--- config.mk ---
export PLATFORM = sky130hd
export DESIGN_NAME = dsu_wrap
export DESIGN_NICKNAME = d
export VERILOG_FILES = /design/src/design/dsu_pkg.sv /design/src/design/dsu_wrap.sv
export SDC_FILE = /design/constraint.sdc
export NUM_CORES = 1
export LEC_CHECK = 0
export BUFFER_PORTS_ARGS = -buffer_cell sky130_fd_sc_hd__buf_4
export CAP_MARGIN = 20
export CORE_MARGIN = 2
export CORE_UTILIZATION = 45
export DETAILED_ROUTE_END_ITERATION = 16
export PLACE_DENSITY = 0.83
export SYNTH_ARGS = -nofsm -noshare
export SYNTH_HDL_FRONTEND = slang
export SYNTH_SLANG_ARGS = --single-unit
--- constraint.sdc ---
create_clock -name i_clk -period 1.3 [get_ports i_clk]
set_clock_uncertainty 0.1 [all_clocks]
set_input_delay 0 -clock i_clk [delete_from_list [all_inputs] [get_ports i_clk]]
set_output_delay 0 -clock i_clk [all_outputs]
set_load 0.005 [all_outputs]
--- src/design/dsu_pkg.sv ---
// Shared types and constants of the disjoint-set union/find engine.
// No dependencies; imported by dsu_wrap, the top module and the testbench.
`default_nettype none

package dsu_pkg;

    // fixed widths of the item fields and the answer, and the default element count
    localparam int FIELD_W      = 12;
    localparam int OP_W         = 2;
    localparam int ANS_W        = 2;
    localparam int DEF_ELEMENTS = 4096;

    // operation codes
    localparam logic [OP_W-1:0] OP_UNION = 2'd0;
    localparam logic [OP_W-1:0] OP_QUERY = 2'd1;

    // answer codes
    localparam logic [ANS_W-1:0] ANS_DIFF    = 2'd0;
    localparam logic [ANS_W-1:0] ANS_SAME    = 2'd1;
    localparam logic [ANS_W-1:0] ANS_INVALID = 2'd2;

    typedef enum logic [2:0] {
        S_CLEAR,
        S_IDLE,
        S_WRAP,
        S_PREP,
        S_RD,
        S_ROOT,
        S_COMP,
        S_LINK
    } t_state;

endpackage : dsu_pkg

`default_nettype wire

--- src/design/dsu_wrap.sv ---
// Iterative reduction of both element fields modulo ELEMENTS, one
// compare-and-subtract step per cycle. Depends on dsu_pkg.
`default_nettype none

module dsu_wrap
    import dsu_pkg::*;
#(
    parameter int ELEMENTS = DEF_ELEMENTS,
    parameter int IDX_W    = $clog2(DEF_ELEMENTS)
) (
    input  wire logic               i_clk,
    input  wire logic               i_rst_n,
    input  wire logic               i_start,
    input  wire logic [FIELD_W-1:0] i_a,
    input  wire logic [FIELD_W-1:0] i_b,
    output logic                    o_done,
    output logic      [IDX_W-1:0]   o_a,
    output logic      [IDX_W-1:0]   o_b
);

    localparam int FIELD_SPAN = 2 ** FIELD_W;
    // steps so that ELEMENTS << steps exceeds any field value
    localparam int WRAP_STEPS = (ELEMENTS >= FIELD_SPAN) ? 0 :
                                $clog2((FIELD_SPAN + ELEMENTS - 1) / ELEMENTS);
    localparam int CNT_W      = (WRAP_STEPS < 1) ? 1 : $clog2(WRAP_STEPS + 1);
    localparam logic [FIELD_W:0] ELEM_N = (FIELD_W + 1)'(ELEMENTS);

    logic [FIELD_W-1:0] r_a, r_b;
    logic [CNT_W-1:0]   r_cnt;
    logic               r_busy;
    logic [FIELD_W:0]   step;

    assign step = ELEM_N << (r_cnt - CNT_W'(1));

    always_ff @(posedge i_clk) begin
        if (!i_rst_n) begin
            r_busy <= 1'b0;
            r_cnt  <= '0;
        end else if (i_start) begin
            r_busy <= 1'b1;
            r_cnt  <= CNT_W'(WRAP_STEPS);
        end else if (r_busy) begin
            if (r_cnt == '0) begin
                r_busy <= 1'b0;
            end else begin
                r_cnt <= r_cnt - CNT_W'(1);
            end
        end
    end

    always_ff @(posedge i_clk) begin
        if (i_start) begin
            r_a <= i_a;
            r_b <= i_b;
        end else if (r_busy && r_cnt != '0) begin
            if ({1'b0, r_a} >= step) begin
                r_a <= FIELD_W'({1'b0, r_a} - step);
            end
            if ({1'b0, r_b} >= step) begin
                r_b <= FIELD_W'({1'b0, r_b} - step);
            end
        end
    end

    assign o_done = r_busy && (r_cnt == '0);
    assign o_a    = IDX_W'(r_a);
    assign o_b    = IDX_W'(r_b);

endmodule : dsu_wrap

`default_nettype wire

==> impl_results.md <==
* Cell Rows at 17
* Worst-path maximum fanout at 15
* First-pass GRT wire length at 3.60 mm
* Sequential element share of the synthesized area at 0.682
* Sequential Area at about 740 um^2
* Design area at roughly 1800 um^2
* Final hold slack at 0.382 ns
* Filler cell count at around 130
* Clock buffer count from CTS at 3
* NetSw at about 0.35 mW
* Layout overhead on the synthesized area at 66.0%
* Peak VDD IR at approximately 0.75 mV
* Finished Layout Cells at 163
* Largest net degree at the start of global routing at 18
* Worst Path Arrival at roughly 1.2 ns
* Die area at ~2800 um^2
* Gpl congestion at 0.636
* PortBufs at 51
* Antenna Nets Post-Route at 0
* Commonest non-fill, non-tap cells in the layout: 52 x buf_4, 26 x dlygate4sd3_1, 24 x edfxtp_1
* CTS tree: built
* Hold Path Class: in2reg
* Largest area contributor in the netlist: edfxtp_1
* GRT overflow at 0
* Clk slew on worst S/H paths at 0.13 ns
* Commonest non-fill, non-tap cell in the layout: buf_4
* Synthesized area at roughly 1100 um^2
* Combinational fraction of design power at 0.209
* Clock share of power at 0.202
* RSZ-0062 raised after global routing: no
* Slew HR at 0.913
* Post-synthesis average cell area at between 15 and 20 um^2
* Clock latency on the worst-skew pair at roughly 0.30 ns
* DR iter-0 viols at 8
* GRT Overall Usage at 0.186
* Ant diodes at 0
* Yosys reg bits at 25
* CTS Sinks at 25
* Pwr dens at 924 nW/um^2
* IO Pins at between 50 and 60
* Pleak at between 0.7 and 0.8 nW
* # DRC at 0
* Final hold violation count at 0
* Initial core utilization at 0.482
* Yosys top cell area share at 0.664
* Switching part of the total power at 0.208
* Startpoint Class: input pin
* CTS H-tree lvls at 1
* Critical path data required time at ~1.3 ns
* Vias in the first global route at roughly 770
* Post-Place Worst Slack at 0.240 ns
* Setup TNS at 0 ns
* CP Capture Type: flop
* Fin nets at 163
* Initial antenna violation count at 0
* Vias at 749
* Syn Inst Count at 55
* Max Root-Sink Buffers at 2
* Max-capacitance violation count at 0
* Multi-input logic area at between 200 and 300 um^2
* Cells after DPL at approximately 130
* Post-CTS setup buffer count at 0
* Yosys warnings at 0
* Pins Over Slew Limit at 0
* Die extent in y at ~53 um
* Fin crit period at around 1.2 ns
* WL per Instance at between 10 and 15 um
* Int Pwr at 1.32 mW
* Slew @ Worst Pin at approximately 0.13 ns
* Die width at about 53 um
* Final period util at 0.949
* Yosys cell types at 8
* Sequential power share at 0.589
* Layout cell share with drive strength beyond 1 at 0.570
* Core ar. at between 2000 and 2500 um^2
* Peak Freq at 811 MHz
* Critical path class: in2reg
* Synth top area cells: edfxtp_1 66%, mux2_4 18%, mux2_2 5.2%, and2_1 4.0%, buf_6 2.1%
* Outcome: complete, no violations
* Routed vias/inst at between 4 and 5
* Root buf cell: clkbuf_4
* Placed inst area at around 1500 um^2
* Syn Nets at between 80 and 90
* Setup-failing EPs final at 0
* Final setup margin at roughly 0.066 ns
* DRT Pass-1 Iters at 4
* Final WL at ~2.3 mm
routing by layer:
layer	share of wire	track usage	vias to the layer above
met1	0.37	0.182	356
met2	0.58	0.390	31
li1	-	-	362
met3	0.055	0.0367	0
met5	0	0	-
met4	0	0.0385	0
synth_stat cells, drive strengths merged:
cell type  count
edfxtp        24
dfxtp          1
mux2          18
clkbuf         2
buf            3
and2           7
critical path: stages:
cell and delay (ns):
dlygate4sd3_1 0.54, buf_6 0.16, buf_12 0.16, mux2_2 0.34
state kept, by name (all words and copies together) (netlist names):
name,count
o_a,12
o_b,12
r_busy,1
worst paths after layout:
check	endpoint	depth (start not counted)	start	slack (ns)
max	o_b[3]	4	i_start	0.07
min reg2reg	o_b[4]	1	o_b[4]	0.50
max reg2reg	o_a[6]	1	o_a[6]	0.25
min	r_busy	3	i_rst_n	0.38
power by group through the flow:
stage / clock network (mW) / logic (mW) / registers [mW]
2_1_floorplan: 0 / 0.115 / 1.00
3_3_place_gp: 0 / 0.274 / 0.997
3_5_place_dp: 0 / 0.282 / 0.999
4_1_cts: 0.357 / 0.346 / 0.982
5_1_grt: 0.382 / 0.373 / 0.989
6_report: 0.336 / 0.348 / 0.982
logic make-up (layout without fill, tap and decap cells):
logic type / count (synthesis) / after routing / share of synthesized area
buf+inv: 5 / 85 / 0.0461
flops: 25 / 25 / 0.682
mux: 18 / 18 / 0.232
simple gates: 7 / 7 / 0.0403
metrics by stage:
step,util,total power [mW]
after floorplan,-,1.12
after global placement,0.669,1.27
after detailed placement,0.669,1.28
after CTS,0.798,1.68
after global routing,0.800,1.74
final,0.800,1.67
cell type report:
class,instances,share of cell area
sequential,25,0.411
clock buffer,3,0.0125
tap,28,0.0194
timing repair buffer,81,0.389
clock inverter,1,0.00416
multi-input combinational,25,0.164
timing repair:
item / CTS / global route
gates resized for setup: 0 / 1
hold buffers: 26 / 0
hold endpoints to repair: 27 / 0
endpoints found under the setup margin: 0 / 2
No activity file was read; power rests on OpenSTA's default activity.
